[src/rtl/asm_tok_pkg.sv]
`timescale 1ns / 1ps
// ----------------------------------------------------------------------------
// asm_tok_pkg
// Shared types and constants for the assembly source tokenizer.
// ----------------------------------------------------------------------------
package asm_tok_pkg;

    localparam int MAX_WORD_BYTES_DEF = 8;
    localparam int POSITION_BITS_DEF  = 16;
    localparam int QUEUE_DEPTH        = 4;

    localparam int TEXT_W = 64;
    localparam int LENO_W = 4;
    localparam int POSO_W = 16;

    // character codes
    localparam logic [7:0] CH_NEWLINE = 8'h0A;
    localparam logic [7:0] CH_CR      = 8'h0D;
    localparam logic [7:0] CH_TAB     = 8'h09;
    localparam logic [7:0] CH_SPACE   = 8'h20;
    localparam logic [7:0] CH_HASH    = 8'h23;
    localparam logic [7:0] CH_DOLLAR  = 8'h24;
    localparam logic [7:0] CH_LPAREN  = 8'h28;
    localparam logic [7:0] CH_RPAREN  = 8'h29;
    localparam logic [7:0] CH_STAR    = 8'h2A;
    localparam logic [7:0] CH_COMMA   = 8'h2C;
    localparam logic [7:0] CH_DOT     = 8'h2E;
    localparam logic [7:0] CH_COLON   = 8'h3A;
    localparam logic [7:0] CH_UNDER   = 8'h5F;

    typedef enum logic [1:0] {
        KIND_WORD    = 2'd0,
        KIND_SYMBOL  = 2'd1,
        KIND_NEWLINE = 2'd2,
        KIND_ILLEGAL = 2'd3
    } t_kind;

    // one queue entry: an optional word and an optional one-byte token
    typedef struct packed {
        logic              has_word;
        logic [TEXT_W-1:0] word_text;
        logic [LENO_W-1:0] word_len;
        logic              word_ovf;
        logic [POSO_W-1:0] word_line;
        logic [POSO_W-1:0] word_col;
        logic              has_tok;
        t_kind             tok_kind;
        logic [7:0]        tok_char;
        logic [POSO_W-1:0] tok_line;
        logic [POSO_W-1:0] tok_col;
    } t_rec;

endpackage

[src/rtl/asm_tok_front.sv]
`timescale 1ns / 1ps
// ----------------------------------------------------------------------------
// asm_tok_front
// Takes one byte per beat, classifies it, tracks word and position state and
// pushes finished tokens into the queue.
// ----------------------------------------------------------------------------
module asm_tok_front #(
    parameter int MAX_WORD_BYTES = asm_tok_pkg::MAX_WORD_BYTES_DEF,
    parameter int POSITION_BITS  = asm_tok_pkg::POSITION_BITS_DEF
) (
    input  logic              i_clk,
    input  logic              i_rst_n,
    input  logic              i_valid,
    input  logic [7:0]        i_char_in,
    input  logic              i_end_of_input,
    input  logic              i_full,
    output logic              o_stall,
    output logic              o_push,
    output asm_tok_pkg::t_rec o_rec
);

    localparam int BUF_W = MAX_WORD_BYTES * 8;
    localparam int LEN_W = $clog2(MAX_WORD_BYTES + 1);

    typedef enum logic [6:0] {
        CLS_WORD    = 7'b0000001,
        CLS_SYMBOL  = 7'b0000010,
        CLS_SPACE   = 7'b0000100,
        CLS_NEWLINE = 7'b0001000,
        CLS_HASH    = 7'b0010000,
        CLS_CR      = 7'b0100000,
        CLS_ILLEGAL = 7'b1000000
    } t_cls;

    function automatic t_cls classify(input logic [7:0] c);
        t_cls r;
        r = CLS_ILLEGAL;
        if ((c >= 8'h61 && c <= 8'h7A) || (c >= 8'h41 && c <= 8'h5A) ||
            (c >= 8'h30 && c <= 8'h39) || c == asm_tok_pkg::CH_UNDER ||
            c == asm_tok_pkg::CH_DOT || c == asm_tok_pkg::CH_COLON)
            r = CLS_WORD;
        else if (c == asm_tok_pkg::CH_LPAREN || c == asm_tok_pkg::CH_RPAREN ||
                 c == asm_tok_pkg::CH_DOLLAR || c == asm_tok_pkg::CH_COMMA ||
                 c == asm_tok_pkg::CH_STAR)
            r = CLS_SYMBOL;
        else if (c == asm_tok_pkg::CH_SPACE || c == asm_tok_pkg::CH_TAB)
            r = CLS_SPACE;
        else if (c == asm_tok_pkg::CH_NEWLINE)
            r = CLS_NEWLINE;
        else if (c == asm_tok_pkg::CH_HASH)
            r = CLS_HASH;
        else if (c == asm_tok_pkg::CH_CR)
            r = CLS_CR;
        return r;
    endfunction

    function automatic logic [POSITION_BITS-1:0] pos_inc(input logic [POSITION_BITS-1:0] v);
        return (&v) ? v : v + POSITION_BITS'(1);
    endfunction

    logic [BUF_W-1:0]         r_buf, n_buf;
    logic [LEN_W-1:0]         r_len, n_len;
    logic                     r_ovf, n_ovf;
    logic [POSITION_BITS-1:0] r_wline, n_wline, r_wcol, n_wcol;
    logic [POSITION_BITS-1:0] r_line, n_line, r_col, n_col;
    logic                     r_comment, n_comment;
    logic                     r_halted, n_halted;

    logic              accept;
    t_cls              cls;
    asm_tok_pkg::t_rec rec;

    assign accept  = i_valid && !i_full;
    assign o_stall = i_full;
    assign cls     = classify(i_char_in);

    always_comb begin
        n_buf     = r_buf;
        n_len     = r_len;
        n_ovf     = r_ovf;
        n_wline   = r_wline;
        n_wcol    = r_wcol;
        n_line    = r_line;
        n_col     = r_col;
        n_comment = r_comment;
        n_halted  = r_halted;

        rec           = '0;
        rec.word_text = asm_tok_pkg::TEXT_W'(r_buf);
        rec.word_len  = asm_tok_pkg::LENO_W'(r_len);
        rec.word_ovf  = r_ovf;
        rec.word_line = asm_tok_pkg::POSO_W'(r_wline);
        rec.word_col  = asm_tok_pkg::POSO_W'(r_wcol);
        rec.tok_kind  = asm_tok_pkg::KIND_SYMBOL;
        rec.tok_char  = i_char_in;
        rec.tok_line  = asm_tok_pkg::POSO_W'(r_line);
        rec.tok_col   = asm_tok_pkg::POSO_W'(r_col);

        if (i_end_of_input) begin
            rec.has_word = !r_halted && (r_len != '0);
            n_line    = POSITION_BITS'(1);
            n_col     = POSITION_BITS'(1);
            n_comment = 1'b0;
            n_halted  = 1'b0;
            n_buf     = '0;
            n_len     = '0;
            n_ovf     = 1'b0;
            n_wline   = POSITION_BITS'(1);
            n_wcol    = POSITION_BITS'(1);
        end else if (r_halted) begin
            // drop everything until end of input
        end else if (cls == CLS_NEWLINE) begin
            rec.has_word = (r_len != '0);
            rec.has_tok  = 1'b1;
            rec.tok_kind = asm_tok_pkg::KIND_NEWLINE;
            n_line    = pos_inc(r_line);
            n_col     = POSITION_BITS'(1);
            n_comment = 1'b0;
            n_buf     = '0;
            n_len     = '0;
            n_ovf     = 1'b0;
            n_wline   = pos_inc(r_line);
            n_wcol    = POSITION_BITS'(1);
        end else if (r_comment) begin
            n_col = pos_inc(r_col);
        end else begin
            unique case (cls)
                CLS_HASH: begin
                    // a pending word stays pending until the newline or end of input
                    n_comment = 1'b1;
                    n_col     = pos_inc(r_col);
                end
                CLS_SYMBOL: begin
                    rec.has_word = (r_len != '0);
                    rec.has_tok  = 1'b1;
                    n_col   = pos_inc(r_col);
                    n_buf   = '0;
                    n_len   = '0;
                    n_ovf   = 1'b0;
                    n_wline = r_line;
                    n_wcol  = pos_inc(r_col);
                end
                CLS_SPACE: begin
                    rec.has_word = (r_len != '0);
                    n_col   = pos_inc(r_col);
                    n_buf   = '0;
                    n_len   = '0;
                    n_ovf   = 1'b0;
                    n_wline = r_line;
                    n_wcol  = pos_inc(r_col);
                end
                CLS_WORD: begin
                    if (r_len < LEN_W'(MAX_WORD_BYTES)) begin
                        for (int b = 0; b < MAX_WORD_BYTES; b++) begin
                            if (r_len == LEN_W'(b))
                                n_buf[b*8 +: 8] = i_char_in;
                        end
                        n_len = r_len + LEN_W'(1);
                    end else begin
                        n_ovf = 1'b1;
                    end
                    n_col = pos_inc(r_col);
                end
                CLS_ILLEGAL: begin
                    rec.has_tok  = 1'b1;
                    rec.tok_kind = asm_tok_pkg::KIND_ILLEGAL;
                    n_halted = 1'b1;
                    n_buf    = '0;
                    n_len    = '0;
                    n_ovf    = 1'b0;
                    n_wline  = r_line;
                    n_wcol   = r_col;
                end
                CLS_CR, CLS_NEWLINE: begin
                end
                default: begin
                end
            endcase
        end
    end

    assign o_push = accept && (rec.has_word || rec.has_tok);
    assign o_rec  = rec;

    always_ff @(posedge i_clk) begin
        if (!i_rst_n) begin
            r_buf     <= '0;
            r_len     <= '0;
            r_ovf     <= 1'b0;
            r_wline   <= POSITION_BITS'(1);
            r_wcol    <= POSITION_BITS'(1);
            r_line    <= POSITION_BITS'(1);
            r_col     <= POSITION_BITS'(1);
            r_comment <= 1'b0;
            r_halted  <= 1'b0;
        end else if (accept) begin
            r_buf     <= n_buf;
            r_len     <= n_len;
            r_ovf     <= n_ovf;
            r_wline   <= n_wline;
            r_wcol    <= n_wcol;
            r_line    <= n_line;
            r_col     <= n_col;
            r_comment <= n_comment;
            r_halted  <= n_halted;
        end
    end

    a_halt_empty: assert property (@(posedge i_clk) disable iff (!i_rst_n)
        r_halted |-> (r_len == '0) && !r_ovf)
        else $error("halted with a pending word");

endmodule

[src/rtl/asm_tok_fifo.sv]
`timescale 1ns / 1ps
// ----------------------------------------------------------------------------
// asm_tok_fifo
// Short register queue of token records between front and back.
// ----------------------------------------------------------------------------
module asm_tok_fifo (
    input  logic              i_clk,
    input  logic              i_rst_n,
    input  logic              i_push,
    input  asm_tok_pkg::t_rec i_rec,
    input  logic              i_pop,
    output logic              o_full,
    output logic              o_empty,
    output asm_tok_pkg::t_rec o_head
);

    localparam int DEPTH = asm_tok_pkg::QUEUE_DEPTH;
    localparam int PTR_W = $clog2(DEPTH);
    localparam int CNT_W = $clog2(DEPTH + 1);

    asm_tok_pkg::t_rec r_mem [DEPTH];
    logic [PTR_W-1:0]  r_wr, r_rd;
    logic [CNT_W-1:0]  r_cnt;
    logic              do_push, do_pop;

    assign o_full  = (r_cnt == CNT_W'(DEPTH));
    assign o_empty = (r_cnt == '0);
    assign o_head  = r_mem[r_rd];
    assign do_push = i_push && !o_full;
    assign do_pop  = i_pop && !o_empty;

    always_ff @(posedge i_clk) begin
        if (do_push)
            r_mem[r_wr] <= i_rec;
    end

    always_ff @(posedge i_clk) begin
        if (!i_rst_n) begin
            r_wr  <= '0;
            r_rd  <= '0;
            r_cnt <= '0;
        end else begin
            if (do_push)
                r_wr <= (r_wr == PTR_W'(DEPTH - 1)) ? '0 : r_wr + PTR_W'(1);
            if (do_pop)
                r_rd <= (r_rd == PTR_W'(DEPTH - 1)) ? '0 : r_rd + PTR_W'(1);
            if (do_push && !do_pop)
                r_cnt <= r_cnt + CNT_W'(1);
            else if (do_pop && !do_push)
                r_cnt <= r_cnt - CNT_W'(1);
        end
    end

    a_no_drop: assert property (@(posedge i_clk) disable iff (!i_rst_n)
        i_push |-> !o_full)
        else $error("record pushed into full queue");

    a_nonempty_rec: assert property (@(posedge i_clk) disable iff (!i_rst_n)
        i_push |-> (i_rec.has_word || i_rec.has_tok))
        else $error("empty record pushed");

    a_count: assert property (@(posedge i_clk) disable iff (!i_rst_n)
        (do_push && !do_pop) |=> (r_cnt == $past(r_cnt) + CNT_W'(1)))
        else $error("queue count lost a push");

endmodule

[src/rtl/asm_tok_back.sv]
`timescale 1ns / 1ps
// ----------------------------------------------------------------------------
// asm_tok_back
// Drains queue records onto the result channel, one token per beat; a record
// holding a word and a one-byte token takes two beats.
// ----------------------------------------------------------------------------
module asm_tok_back (
    input  logic              i_clk,
    input  logic              i_rst_n,
    input  logic              i_empty,
    input  asm_tok_pkg::t_rec i_head,
    output logic              o_pop,
    output logic              o_valid,
    input  logic              i_stall,
    output logic [1:0]        o_token_kind,
    output logic [63:0]       o_token_text,
    output logic [3:0]        o_token_length,
    output logic              o_text_overflow,
    output logic [15:0]       o_start_line,
    output logic [15:0]       o_start_column,
    output logic              o_last_of_run
);

    logic r_second;
    logic show_word;
    logic beat;

    assign o_valid   = !i_empty;
    assign beat      = o_valid && !i_stall;
    assign show_word = i_head.has_word && !r_second;
    assign o_pop     = beat && !(show_word && i_head.has_tok);

    always_comb begin
        if (show_word) begin
            o_token_kind    = asm_tok_pkg::KIND_WORD;
            o_token_text    = i_head.word_text;
            o_token_length  = i_head.word_len;
            o_text_overflow = i_head.word_ovf;
            o_start_line    = i_head.word_line;
            o_start_column  = i_head.word_col;
            o_last_of_run   = !i_head.has_tok;
        end else begin
            o_token_kind    = i_head.tok_kind;
            o_token_text    = 64'(i_head.tok_char);
            o_token_length  = 4'd1;
            o_text_overflow = 1'b0;
            o_start_line    = i_head.tok_line;
            o_start_column  = i_head.tok_col;
            o_last_of_run   = 1'b1;
        end
    end

    always_ff @(posedge i_clk) begin
        if (!i_rst_n)
            r_second <= 1'b0;
        else if (beat)
            r_second <= !o_pop;
    end

    a_second_ok: assert property (@(posedge i_clk) disable iff (!i_rst_n)
        r_second |-> o_valid && i_head.has_word && i_head.has_tok)
        else $error("second beat without a two-token record");

endmodule

[src/rtl/assembly_source_tokenizer_unit.sv]
`timescale 1ns / 1ps
// Timing: a token is queued when the byte completing it is accepted, then
//   shown from the queue head. A 4-record queue decouples the sides.
// Throughput: one byte per cycle unless stalled; a byte that yields a word
//   and a symbol or newline uses two result beats.
// Reset: synchronous, active low; clears position, word and queue state.
// ----------------------------------------------------------------------------
// assembly_source_tokenizer_unit
// Byte-stream tokenizer for assembly source: words, symbols, newlines and
// illegal characters, each tagged with its starting line and column.
// ----------------------------------------------------------------------------
module assembly_source_tokenizer_unit #(
    parameter int MAX_WORD_BYTES = asm_tok_pkg::MAX_WORD_BYTES_DEF,
    parameter int POSITION_BITS  = asm_tok_pkg::POSITION_BITS_DEF
) (
    input  logic        i_clk,
    input  logic        i_rst_n,
    input  logic        i_valid,
    output logic        o_stall,
    input  logic [7:0]  i_char_in,
    input  logic        i_end_of_input,
    output logic        o_valid,
    input  logic        i_stall,
    output logic [1:0]  o_token_kind,
    output logic [63:0] o_token_text,
    output logic [3:0]  o_token_length,
    output logic        o_text_overflow,
    output logic [15:0] o_start_line,
    output logic [15:0] o_start_column,
    output logic        o_last_of_run
);

    logic              push, pop, full, empty;
    asm_tok_pkg::t_rec rec, head;

    asm_tok_front #(
        .MAX_WORD_BYTES (MAX_WORD_BYTES),
        .POSITION_BITS  (POSITION_BITS)
    ) u_front (
        .i_clk          (i_clk),
        .i_rst_n        (i_rst_n),
        .i_valid        (i_valid),
        .i_char_in      (i_char_in),
        .i_end_of_input (i_end_of_input),
        .i_full         (full),
        .o_stall        (o_stall),
        .o_push         (push),
        .o_rec          (rec)
    );

    asm_tok_fifo u_fifo (
        .i_clk   (i_clk),
        .i_rst_n (i_rst_n),
        .i_push  (push),
        .i_rec   (rec),
        .i_pop   (pop),
        .o_full  (full),
        .o_empty (empty),
        .o_head  (head)
    );

    asm_tok_back u_back (
        .i_clk           (i_clk),
        .i_rst_n         (i_rst_n),
        .i_empty         (empty),
        .i_head          (head),
        .o_pop           (pop),
        .o_valid         (o_valid),
        .i_stall         (i_stall),
        .o_token_kind    (o_token_kind),
        .o_token_text    (o_token_text),
        .o_token_length  (o_token_length),
        .o_text_overflow (o_text_overflow),
        .o_start_line    (o_start_line),
        .o_start_column  (o_start_column),
        .o_last_of_run   (o_last_of_run)
    );

endmodule
[config.mk]
export PLATFORM = sky130hd
export DESIGN_NAME = assembly_source_tokenizer_unit
export DESIGN_NICKNAME = d
export VERILOG_FILES = /design/src/rtl/asm_tok_pkg.sv /design/src/rtl/asm_tok_front.sv /design/src/rtl/asm_tok_fifo.sv /design/src/rtl/asm_tok_back.sv /design/src/rtl/assembly_source_tokenizer_unit.sv
export SDC_FILE = /design/constraint.sdc
export NUM_CORES = 1
export LEC_CHECK = 0
export ABC_AREA = 0
export ABC_CLOCK_PERIOD_IN_PS = 9100
export BUFFER_PORTS_ARGS = -buffer_cell sky130_fd_sc_hd__buf_2
export CORE_AREA = 2 2 202 244
export DETAILED_ROUTE_END_ITERATION = 6
export DIE_AREA = 0 0 204 246
export GPL_ROUTABILITY_DRIVEN = 0
export MAX_ROUTING_LAYER = met4
export PLACE_DENSITY = 0.87
export SLEW_MARGIN = 20
export SYNTH_ARGS = -nofsm -noshare
export SYNTH_HDL_FRONTEND = slang
export SYNTH_SLANG_ARGS = --single-unit
[constraint.sdc]
create_clock -name i_clk -period 9.1 [get_ports i_clk]
set_input_delay 1.82 -clock i_clk [delete_from_list [all_inputs] [get_ports i_clk]]
set_output_delay 1.82 -clock i_clk [all_outputs]
set_load 0.05 [all_outputs]
# [Yosys cells after proc, flatten, opt, wreduce, memory -nomap -nowiden]
# Memory sizes are Yosys's and may differ from the RTL's. A register that Yosys moved wholly into a read port is not among the register bits.
# Index checks and enable logic that the tools add are counted.
[totals] out_inout_bits=106 regBits=143 elab_cells=229 ramBits=580 memories=1
[mem_list] name="u_fifo.r_mem" words=4 word_bits=145 rd=1 rd_clocked_by_memory_dff=1 write_ports=1 line_no="asm_tok_fifo.sv:21" rtl="asm_tok_pkg::t_rec r_mem [DEPTH];"
[classes] n_lt_le_gt_ge=7 mux=88 n_eq_ne=41 addsub=7 reduce_logical=65
[ops] op="64-bit 2-to-1 mux" count=6
[ops] op="16-bit 2-to-1 mux" count=21
[ops] op="64-bit one-hot mux with 2 select lines" count=1
[ops] op="8-bit by 6-bit == test with 1-bit output, second input constant" count=9
[ops] op="8-bit 2-to-1 mux" count=8
[ops] op="6-bit AND reduction" count=8
[ops] op="7-bit 2-to-1 mux" count=6
[ops] op="4-bit by 2-bit != test with 1-bit output, second input constant" count=9
[ops] op="16-bit by 1-bit adder with 16-bit output, second input constant" count=2
[ops] op="16-bit one-hot mux with 2 select lines" count=1
[ops] op="16-bit AND reduction" count=2
[ops] op="1-bit 2-to-1 mux" count=25
[ops] op="8-bit by 4-bit == test with 1-bit output, second input constant" count=3
[ops] op="4-bit 2-to-1 mux" count=6
[ops] op="3-bit 2-to-1 mux" count=6
[ops] op="4-bit by 3-bit == test with 1-bit output, second input constant" count=4
[ops] op="8-bit by 7-bit greater-or-equal comparator with 1-bit output, second input constant" count=2
[ops] op="8-bit by 7-bit <= comparator with 1-bit output, second input constant" count=2
[ops] op="4-bit nonzero test" count=4
[ops] op="1-bit logical AND" count=14
[ops] op="2-bit 2-to-1 mux" count=6
[ops] op="1-bit logical OR" count=11
[ops] op="1-bit logical NOT" count=10
[ops] op="5-bit AND reduction" count=2
[ops] op="33 further kinds" count=40

# [Longest topological paths before layout]
# Gate-level depths: netlist (run 1).
[depth] ltp_word=22 depth_mapped=13

# [By module]
# From an unflattened synthesis (run 1), not the netlist that was laid out.
[hier_totals] hier_cells=1699 hier_area_um2=29036.6
[by_module_without_submodules] mod="asm_tok_fifo" area_each_um2=21360.5 cells_per_inst=808 instances=1 seq_area_each_um2=17596.9
[by_module_without_submodules] mod="asm_tok_front" area_each_um2=6493.7 cells_per_inst=768 instances=1 seq_area_each_um2=2702.6
[by_module_without_submodules] mod="asm_tok_back" area_each_um2=1182.4 cells_per_inst=123 instances=1 seq_area_each_um2=20.0

# [Least setup slack after synthesis (run 1)]
# Ideal clock, no wire load.
[synth_path] path_kind="input-to-reg" start="in i_char_in[1]" end="mem u_fifo.r_mem[3][0] in the netlist's numbering (enable)" path_slack_ns=1.774 setup_time_ns=0.522 stages=8 arrival_time_ns=6.804 n_path_buf=2 cell_sequence="buf_2 nor2b_1 a41o_1 a32oi_4 buf_2 nand4_1 a31oi_2 and2_1"
[synth_via] elab_chain_len=20 word_cells_on_any_way=59 cone_classes="order compare: 6; eq/ne: 17; mux: 18; reduce/logical: 18"
[synth_lines] element="from (decl)" line_no="assembly_source_tokenizer_unit.sv:20" rtl="input logic [7:0] i_char_in,"
[synth_lines] element="8-bit by 7-bit greater-or-equal comparator with 1-bit output or 8-bit by 7-bit <= comparator with 1-bit output (tied branches)" line_no="asm_tok_front.sv:38" rtl="if ((c >= 8'h61 && c <= 8'h7A) || (c >= 8'h41 && c <= 8'h5A) ||"
[synth_lines] element="1-bit logical AND" line_no="asm_tok_front.sv:38"
[synth_lines] element="1-bit logical OR (2 in a row)" line_no="asm_tok_front.sv:38"
[synth_lines] element="1-bit logical OR (2 in a row)" line_no="asm_tok_front.sv:39" rtl="(c >= 8'h30 && c <= 8'h39) || c == asm_tok_pkg::CH_UNDER ||"
[synth_lines] element="1-bit logical OR" line_no="asm_tok_front.sv:40" rtl="c == asm_tok_pkg::CH_DOT || c == asm_tok_pkg::CH_COLON)"
[synth_lines] element="7-bit 2-to-1 mux (*)" line_no="asm_tok_front.sv:38"
[synth_lines] element="7-bit by 3-bit == test with 1-bit output (tied with other cells)" line_no="asm_tok_front.sv:127" rtl="unique case (cls)"
[synth_lines] element="2-bit OR reduction (no line)"
[synth_lines] element="[... 3 more ...]"
[synth_lines] element="1-bit 2-to-1 mux or 3-bit 2-to-1 mux (tied branches)" line_no="asm_tok_front.sv:110" rtl="end else if (r_halted) begin"
[synth_lines] element="1-bit 2-to-1 mux or 3-bit 2-to-1 mux (tied branches)" line_no="asm_tok_front.sv:99" rtl="if (i_end_of_input) begin"
[synth_lines] element="1-bit logical OR (*)" line_no="asm_tok_front.sv:182" rtl="assign o_push = accept && (rec.has_word || rec.has_tok);"
[synth_lines] element="1-bit logical AND (*)" line_no="asm_tok_front.sv:182"
[synth_lines] element="1-bit logical AND (*)" line_no="asm_tok_fifo.sv:29" rtl="assign do_push = i_push && !o_full;"
[synth_lines] element="via u_fifo.do_push" line_no="asm_tok_fifo.sv:24" rtl="logic do_push, do_pop;"
[synth_lines] element="1-bit 2-to-1 mux (*)" line_no="asm_tok_fifo.sv:33" rtl="if (do_push)"
[synth_lines] element="1-bit 2-to-1 mux (implied by the code) (*)" line_no="asm_tok_fifo.sv:34" rtl="r_mem[r_wr] <= i_rec;"
[synth_lines] element="to (decl)" line_no="asm_tok_fifo.sv:21"
# Mark *: on every way through the listed nets, which the timed path passes. The rest lies on a longest branch.

==> metrics.log, run 1 <==
INFO  metric outcome = completed
INFO  metric placed_area = 0.0301 mm^2
INFO  metric die_y = 246 um
INFO  metric clock_tree_from_tritoncts = built
INFO  metric vdd_drop_max = 0.236 mV
INFO  metric final.setup.tns = 0 ns
INFO  metric cts_resized = 0
INFO  metric postCtsSetupBuffers = 0
INFO  metric h_tree_depth_reported_by_cts = 3
INFO  metric slew_headroom = 21.0%
INFO  metric clockRootBuffer = clkbuf_16
INFO  metric setup_viol_count_final = 0
INFO  metric timing.final.crit_period = 6.28 ns
INFO  metric cp_common_cell = mux4_2
INFO  metric final_instance_area = 0.0323 mm^2
INFO  metric clkSlewWorstSetupHoldPaths = 0.06 ns
INFO  metric ys_top_cells_by_area = edfxtp_1 (60%), mux4_2 (11%), dfxtp_1 (10%), mux2i_1 (2.4%), mux2_2 (1.6%)
INFO  metric die-width = 204 um
INFO  metric cpPeakStageDelay = 0.88 ns
INFO  metric setup.worst_path.start_class = flop
INFO  metric crit_type = reg -> out
INFO  metric area_growth_syn_to_layout = 11.9%
INFO  metric worst-endpoint-required = 7.28 ns
INFO  metric timing.clock.skew = 0.0291 ns
INFO  metric grt_setup_unrepaired = false
INFO  metric fraction_of_final_layout_cells_with_drive_strength_greater_than_1 = 24.8%
INFO  metric floorplan.initialDensity = 60.5%
INFO  metric final_max_slew_viol_count = 0
INFO  metric timing.fmax = 0.159 GHz
INFO  metric routed_via_density = 6.51
INFO  metric ys_seq_area_share = 70.3%
INFO  metric cp_max_fanout = 45
INFO  metric synth.distinct_cells = 79
INFO  metric cp.arrival = 4.46 ns
INFO  metric finish.cell_count_without_fillers = 2496
INFO  metric most_common_cell_after_layout_fill_and_taps_aside = edfxtp_1
INFO  metric dominantRegCellSynth = edfxtp_1
INFO  metric wl_per_cell = 25.7 um
INFO  metric routed_wirelength = 64200 um
INFO  metric worst_slew_pin_slew = 1.18 ns
INFO  metric final_critical_path_setup_slack = 2.82 ns
INFO  metric detail_route.drc_violations = 0
INFO  metric hpwlAfterDp = 37600 um
INFO  metric p_leak = 0.0107 uW
INFO  metric cts-root-to-sink-buffers = 3
INFO  metric synthDominantCellAreaShare = 60.3%
INFO  metric synth.cell_area = 0.0289 mm^2
INFO  metric commonest_cells_after_routing_fill_and_taps_aside = edfxtp_1 (580), mux4_2 (144), dfxtp_1 (143)
INFO  metric yosysWarningCount = 0
INFO  metric total_global_routing_overflow = 0
INFO  metric timing.critical_path.buf_inv = 2
INFO  metric insertion_delay = 0.60 ns
INFO  metric vias = 16200
INFO  metric async_reset_ff_share = 0%
INFO  metric yosysTopAreaCell = edfxtp_1
INFO  metric core_area = 0.0478 mm^2
INFO  metric timing_hold_violations_final = 0
INFO  metric dr.first_iter.drc_count = 1888
INFO  metric dpl_worst_slack = 2.96 ns
INFO  metric crit_chain = mux4_2 -> nand2b_4 -> buf_4 -> mux4_2 -> mux2_2 -> buf_2
INFO  metric post_synth_inst_count = 1695
INFO  metric first_pass_iters = 6
INFO  metric rows = 88
INFO  metric syn-mean-instance-area = 17.0 um^2
INFO  metric placement.io_buffers = 118
INFO  metric detail-route-antenna-nets = 0
INFO  metric grt_first_pass_wirelength = 96400 um
INFO  metric cts_hold_buffers = 0
INFO  metric reported_max_cap_violation_count = 0
INFO  metric cpMaxStageDelayCell = dfxtp_4
INFO  metric worst_path_dominant_cell_family = multiplexers
INFO  metric timing.reg2reg.setup_slack = 4.83 ns
INFO  metric fin_total_pwr = 8620 uW
INFO  metric ys_ff_latch = 725
INFO  metric synth-edff-count = 580
INFO  metric min_path_type = reg -> reg
INFO  metric globalRouteTotalUtil = 26.3%
INFO  metric ioPinCount = 119
INFO  metric die_area = 0.0502 mm^2
INFO  metric syn-num-nets = 1721
INFO  metric grt_start_max_net_pins = 78
INFO  metric power.density = 267 mW/mm^2
INFO  metric clock-sinks = 725
INFO  metric setup.worst_path.end_class = output port
INFO  metric antenna_found_initial = 1
INFO  metric final.period_utilization = 69.1%
INFO  metric design.final.nets = 1838
INFO  metric number_of_buffers_created_by_cts = 68
INFO  metric grt_pass1_vias = 16600
INFO  metric placed_cells = 2369
## cell usage after synthesis, types with 5 or more instances
cell,number
o211ai_1,9
o2bb2ai_1,15
nor2_1,51
a31oi_1,13
nand4_1,13
or3_1,12
o31ai_1,12
nor4_1,8
mux2_2,42
o21a_1,6
xnor2_1,8
and2_1,12
nand3_1,27
inv_1,18
nor2b_1,66
a21oi_1,43
nand2b_1,5
xor2_1,11
mux4_2,144
nor3_1,20
o21ai_0,34
clkbuf_1,61
dfxtp_1,145
mux2i_1,69
edfxtp_1,580
nand2_1,113
and3_1,16
buf_2,25
buf_1,5
ha_1,12
## cell type report
| class | instances | area (um^2) |
|---|---|---|
| inverter | 20 | 75.1 |
| tap | 630 | 788 |
| fill | 2980 | 15400 |
| clock inverter | 25 | 180 |
| timing repair buffer | 139 | 803 |
| antenna | 1 | 2.50 |
| clock buffer | 98 | 2010 |
| sequential | 725 | 20300 |
| multi-input combinational | 858 | 8150 |
## worst reg2reg max path, delay by kind of cell (launching register included)
kind | cells | cell delay [ns]
xor+xnor | 1 | 0.08
simple gates | 2 | 0.75
mux | 1 | 0.66
buf+inv | 3 | 0.83
fa+ha+maj | 2 | 0.45
flops | 1 | 0.88
compound gates | 2 | 0.55
## path summary, 6_finish.rpt
path                           from  cells after the start           endpoint
setup / recovery               flop                      6    o_token_text[3]
hold / removal    u_front.r_buf[23]                      2  u_front.r_buf[23]
setup reg to reg               flop                     11    u_fifo.r_cnt[2]
hold reg to reg   u_front.r_buf[23]                      2  u_front.r_buf[23]
## layer usage
layer	track usage (%)	part of all wire (%)	up-vias
met5	-	0	-
met3	3.76	7.5	196
met1	31.5	36	8171
met4	10.8	4.4	0
li1	-	-	6935
met2	45.1	52	940
## report_power, final
| group | leakage (uW) | switching, uW | internal, uW | total [uW] |
|---|---|---|---|---|
| clock network | 0.00107 | 1170 | 1600 | 2770 |
| logic | 0.00308 | 1370 | 713 | 2080 |
| registers | 0.00652 | 103 | 3670 | 3770 |
| total | 0.0107 | 2640 | 5980 | 8620 |
## flip-flops by register name (all words and copies together) (netlist names), named ones only
name and cells:
u_fifo.r_wr 2, u_fifo.r_mem 580, u_front.r_buf 64, u_front.r_len 4, u_fifo.r_cnt 3, u_front.r_col 16
u_front.r_wcol 16, u_front.r_ovf 1, u_front.r_halted 1, u_back.r_second 1, u_front.r_comment 1, u_front.r_wline 16
u_fifo.r_rd 2, u_front.r_line 16
## stage by stage
step	utilization, %	hold WS [ns]
CTS	67.5	0.479
global route	67.7	0.513
finish	67.7	0.481
global placement	62.9	0.460
floorplan	-	0.437
detailed placement	62.9	0.466
## cell families (layout without fill, tap and decap cells)
group                    Yosys count  in the layout  synth area share [%]
adder cells (fa/ha/maj)           13             13                 0.589
multiplexers                     255            255                  15.2
other                              0              1                     0
AO/OA/AOI/OAI                    197            197                  5.01
buffers and inverters            112            282                  1.59
AND/OR/NAND/NOR                  374            374                  6.68
flip-flops                       725            725                  70.3
XOR/XNOR                          19             19                 0.576
(Power assumes the default switching activity.)
==> run 2, diff against run 1 <==
--- a/config.mk
+++ b/config.mk
@@ -6,14 +6,14 @@
 export NUM_CORES = 1
 export LEC_CHECK = 0
 export ABC_AREA = 0
-export ABC_CLOCK_PERIOD_IN_PS = 9100
+export ABC_CLOCK_PERIOD_IN_PS = 5100
 export BUFFER_PORTS_ARGS = -buffer_cell sky130_fd_sc_hd__buf_2
-export CORE_AREA = 2 2 202 244
+export CORE_AREA = 2 2 213 257
 export DETAILED_ROUTE_END_ITERATION = 6
-export DIE_AREA = 0 0 204 246
+export DIE_AREA = 0 0 215 259
 export GPL_ROUTABILITY_DRIVEN = 0
 export MAX_ROUTING_LAYER = met4
-export PLACE_DENSITY = 0.87
+export PLACE_DENSITY = 0.83
 export SLEW_MARGIN = 20
 export SYNTH_ARGS = -nofsm -noshare
 export SYNTH_HDL_FRONTEND = slang
==> constraint.sdc (replaced) <==
create_clock -name i_clk -period 5.1 [get_ports i_clk]
set_input_delay 1.02 -clock i_clk [delete_from_list [all_inputs] [get_ports i_clk]]
set_output_delay 1.02 -clock i_clk [all_outputs]
set_load 0.05 [all_outputs]
==> run 2 against run 1 <==
Core utilization fell by 6.2 points. Sequential cell count did not move. Power rose by 82%. Final cell count rose by 3.5%. Highest routed layer unchanged. Register-to-register slack got worse by 3.0 ns. Non-clock buffer count rose by 7. Wire length fell by 4.0%. Count of clock-buffer cells in the layout fell by 3. Setup slack got worse by 2.2 ns. Global-route usage fell by 3.2 points.
==> metrics.log, run 2 (synthesized netlist as in run 1, its figures left out) <==
INFO  metric outcome = completed
INFO  metric power.density = 479 mW/mm^2
INFO  metric wl_per_cell = 23.8 um
INFO  metric worst-endpoint-required = 4.08 ns
INFO  metric clockRootBuffer = clkbuf_16
INFO  metric pwr-share-seq = 42.3%
INFO  metric slew_headroom = 30.0%
INFO  metric die_y = 259 um
INFO  metric ioPinCount = 119
INFO  metric multi_input_area = 0.00815 mm^2
INFO  metric clock-sinks = 725
INFO  metric setup.worst_path.end_class = output port
INFO  metric grt_first_pass_wirelength = 95600 um
INFO  metric p_leak = 0.0108 uW
INFO  metric fraction_of_final_layout_cells_with_drive_strength_greater_than_1 = 25.2%
INFO  metric cts_hold_buffers = 0
INFO  metric routed_via_density = 6.17
INFO  metric cts-root-to-sink-buffers = 3
INFO  metric final_max_slew_viol_count = 0
INFO  metric globalRouteTotalUtil = 23.0%
INFO  metric timing.reg2reg.setup_slack = 1.84 ns
INFO  metric sequential_cell_area = 0.0203 mm^2
INFO  metric total_global_routing_overflow = 0
INFO  metric die_area = 0.0557 mm^2
INFO  metric grt_setup_unrepaired = false
INFO  metric core_area = 0.0533 mm^2
INFO  metric placed_cells = 2461
INFO  metric timing.clock.skew = 0.0198 ns
INFO  metric insertion_delay = 0.60 ns
INFO  metric clock_tree_from_tritoncts = built
INFO  metric setup.worst_path.start_class = flop
INFO  metric design.final.nets = 1843
INFO  metric min_path_type = reg -> reg
INFO  metric timing_hold_violations_final = 0
INFO  metric cp.arrival = 3.44 ns
INFO  metric cts_resized = 0
INFO  metric die-width = 215 um
INFO  metric cp_max_fanout = 63
INFO  metric first_pass_iters = 5
INFO  metric p_sw = 4670 uW
INFO  metric final.period_utilization = 87.4%
INFO  metric number_of_buffers_created_by_cts = 66
INFO  metric floorplan.initialDensity = 54.2%
INFO  metric most_common_cell_after_layout_fill_and_taps_aside = edfxtp_1
INFO  metric hold_path.startpoint = u_front.r_buf[15]
INFO  metric area_growth_syn_to_layout = 13.4%
INFO  metric finish.cell_count_without_fillers = 2584
INFO  metric commonest_cells_after_routing_fill_and_taps_aside = edfxtp_1 (580), mux4_2 (144), dfxtp_1 (143)
INFO  metric timing.fmax = 0.224 GHz
INFO  metric power.share.combinational = 24.1%
INFO  metric detail_route.drc_violations = 0
INFO  metric antenna_found_initial = 2
INFO  metric worst_slew_pin_slew = 1.04 ns
INFO  metric largestRegisters = u_fifo.r_mem x580, u_front.r_buf x64
INFO  metric hold-path-cell-count = 2
INFO  metric hpwlAfterDp = 36500 um
INFO  metric routed_wirelength = 61600 um
INFO  metric max_flop_register = u_fifo.r_mem
INFO  metric swShare = 29.7%
INFO  metric h_tree_depth_reported_by_cts = 3
INFO  metric reported_max_cap_violation_count = 0
INFO  metric grt_pass1_vias = 16500
INFO  metric power.share.clock = 33.6%
INFO  metric detail-route-antenna-nets = 0
INFO  metric rows = 93
INFO  metric postCtsSetupBuffers = 0
INFO  metric setup_viol_count_final = 0
INFO  metric hold-path-endpoint = u_front.r_buf[15]
INFO  metric vias = 15900
INFO  metric intPower = 11000 uW
INFO  metric fin_total_pwr = 15700 uW
INFO  metric crit_type = reg -> out
INFO  metric n_fill_cell = 3650
INFO  metric worstReg2RegEnd = u_fifo.r_cnt[2]
INFO  metric placement.io_buffers = 118
INFO  metric ff2ff_path_depth = 10
INFO  metric dr.first_iter.drc_count = 1740
INFO  metric timing.final.crit_period = 4.46 ns
INFO  metric largest_register_ffs = 580
INFO  metric final.setup.tns = 0 ns
INFO  metric vdd_drop_max = 0.333 mV
INFO  metric clkSlewWorstSetupHoldPaths = 0.06 ns
INFO  metric grt_start_max_net_pins = 146
## run 2: stage by stage
| step | util (%) | instance area, um^2 | hold slack [ns] | setup slack, ns |
|---|---|---|---|---|
| 2_1_floorplan | - | 28900 | 0.437 | 0.177 |
| 3_3_place_gp | 57.1 | 30400 | 0.456 | 0.715 |
| 3_5_place_dp | 57.1 | 30400 | 0.474 | 0.622 |
| 4_1_cts | 61.5 | 32800 | 0.483 | 0.574 |
| 5_1_grt | 61.5 | 32800 | 0.511 | 0.453 |
| 6_report | 61.5 | 32800 | 0.484 | 0.642 |
## run 2: worst max path at each step
stage                                     to  depth (start not counted)  slack (ns)                 start
after floorplan           u_fifo.r_mem[0][0]                          8        0.18          i_char_in[1]
final                      o_token_length[0]                          5        0.64                  flop
after detailed placement     u_fifo.r_cnt[2]                         12        0.62          i_char_in[1]
after global routing       o_token_length[0]                          6        0.45                  flop
after CTS                  o_token_length[0]                          6        0.57  u_fifo.r_mem[0][144]
after global placement       u_fifo.r_cnt[2]                         12        0.72          i_char_in[1]
## run 2: critical path: stages (launching register included)
cell	delay, ns
dfxtp_4	0.34
buf_4	0.59
buf_4	0.89
mux4_2	0.42
or2_2	0.33
buf_2	0.22
## run 2: power groups by stage
stage | sequential, uW | combinational (uW) | clock (uW)
after CTS | 6640 | 3850 | 5360
final | 6640 | 3790 | 5290
after floorplan | 6740 | 2960 | 0
after global routing | 6660 | 4000 | 5570
after global placement | 6750 | 3790 | 0
after detailed placement | 6770 | 3830 | 0
## run 2: area by class of cell
type / instances / area share [%]
timing repair buffer: 146 / 2.98
clock buffer: 95 / 6.00
inverter: 20 / 0.229
antenna: 2 / 0.0153
clock inverter: 26 / 1.19
sequential: 725 / 62.0
multi-input combinational: 858 / 24.9
tap: 712 / 2.72
## run 2: routing by layer
layer	GRT usage, %	share of wire, %	up-vias
met5	-	0	-
met4	8.83	3.2	0
met3	3.21	6.1	129
met2	40.3	53	683
met1	27.3	38	8180
li1	-	-	6941
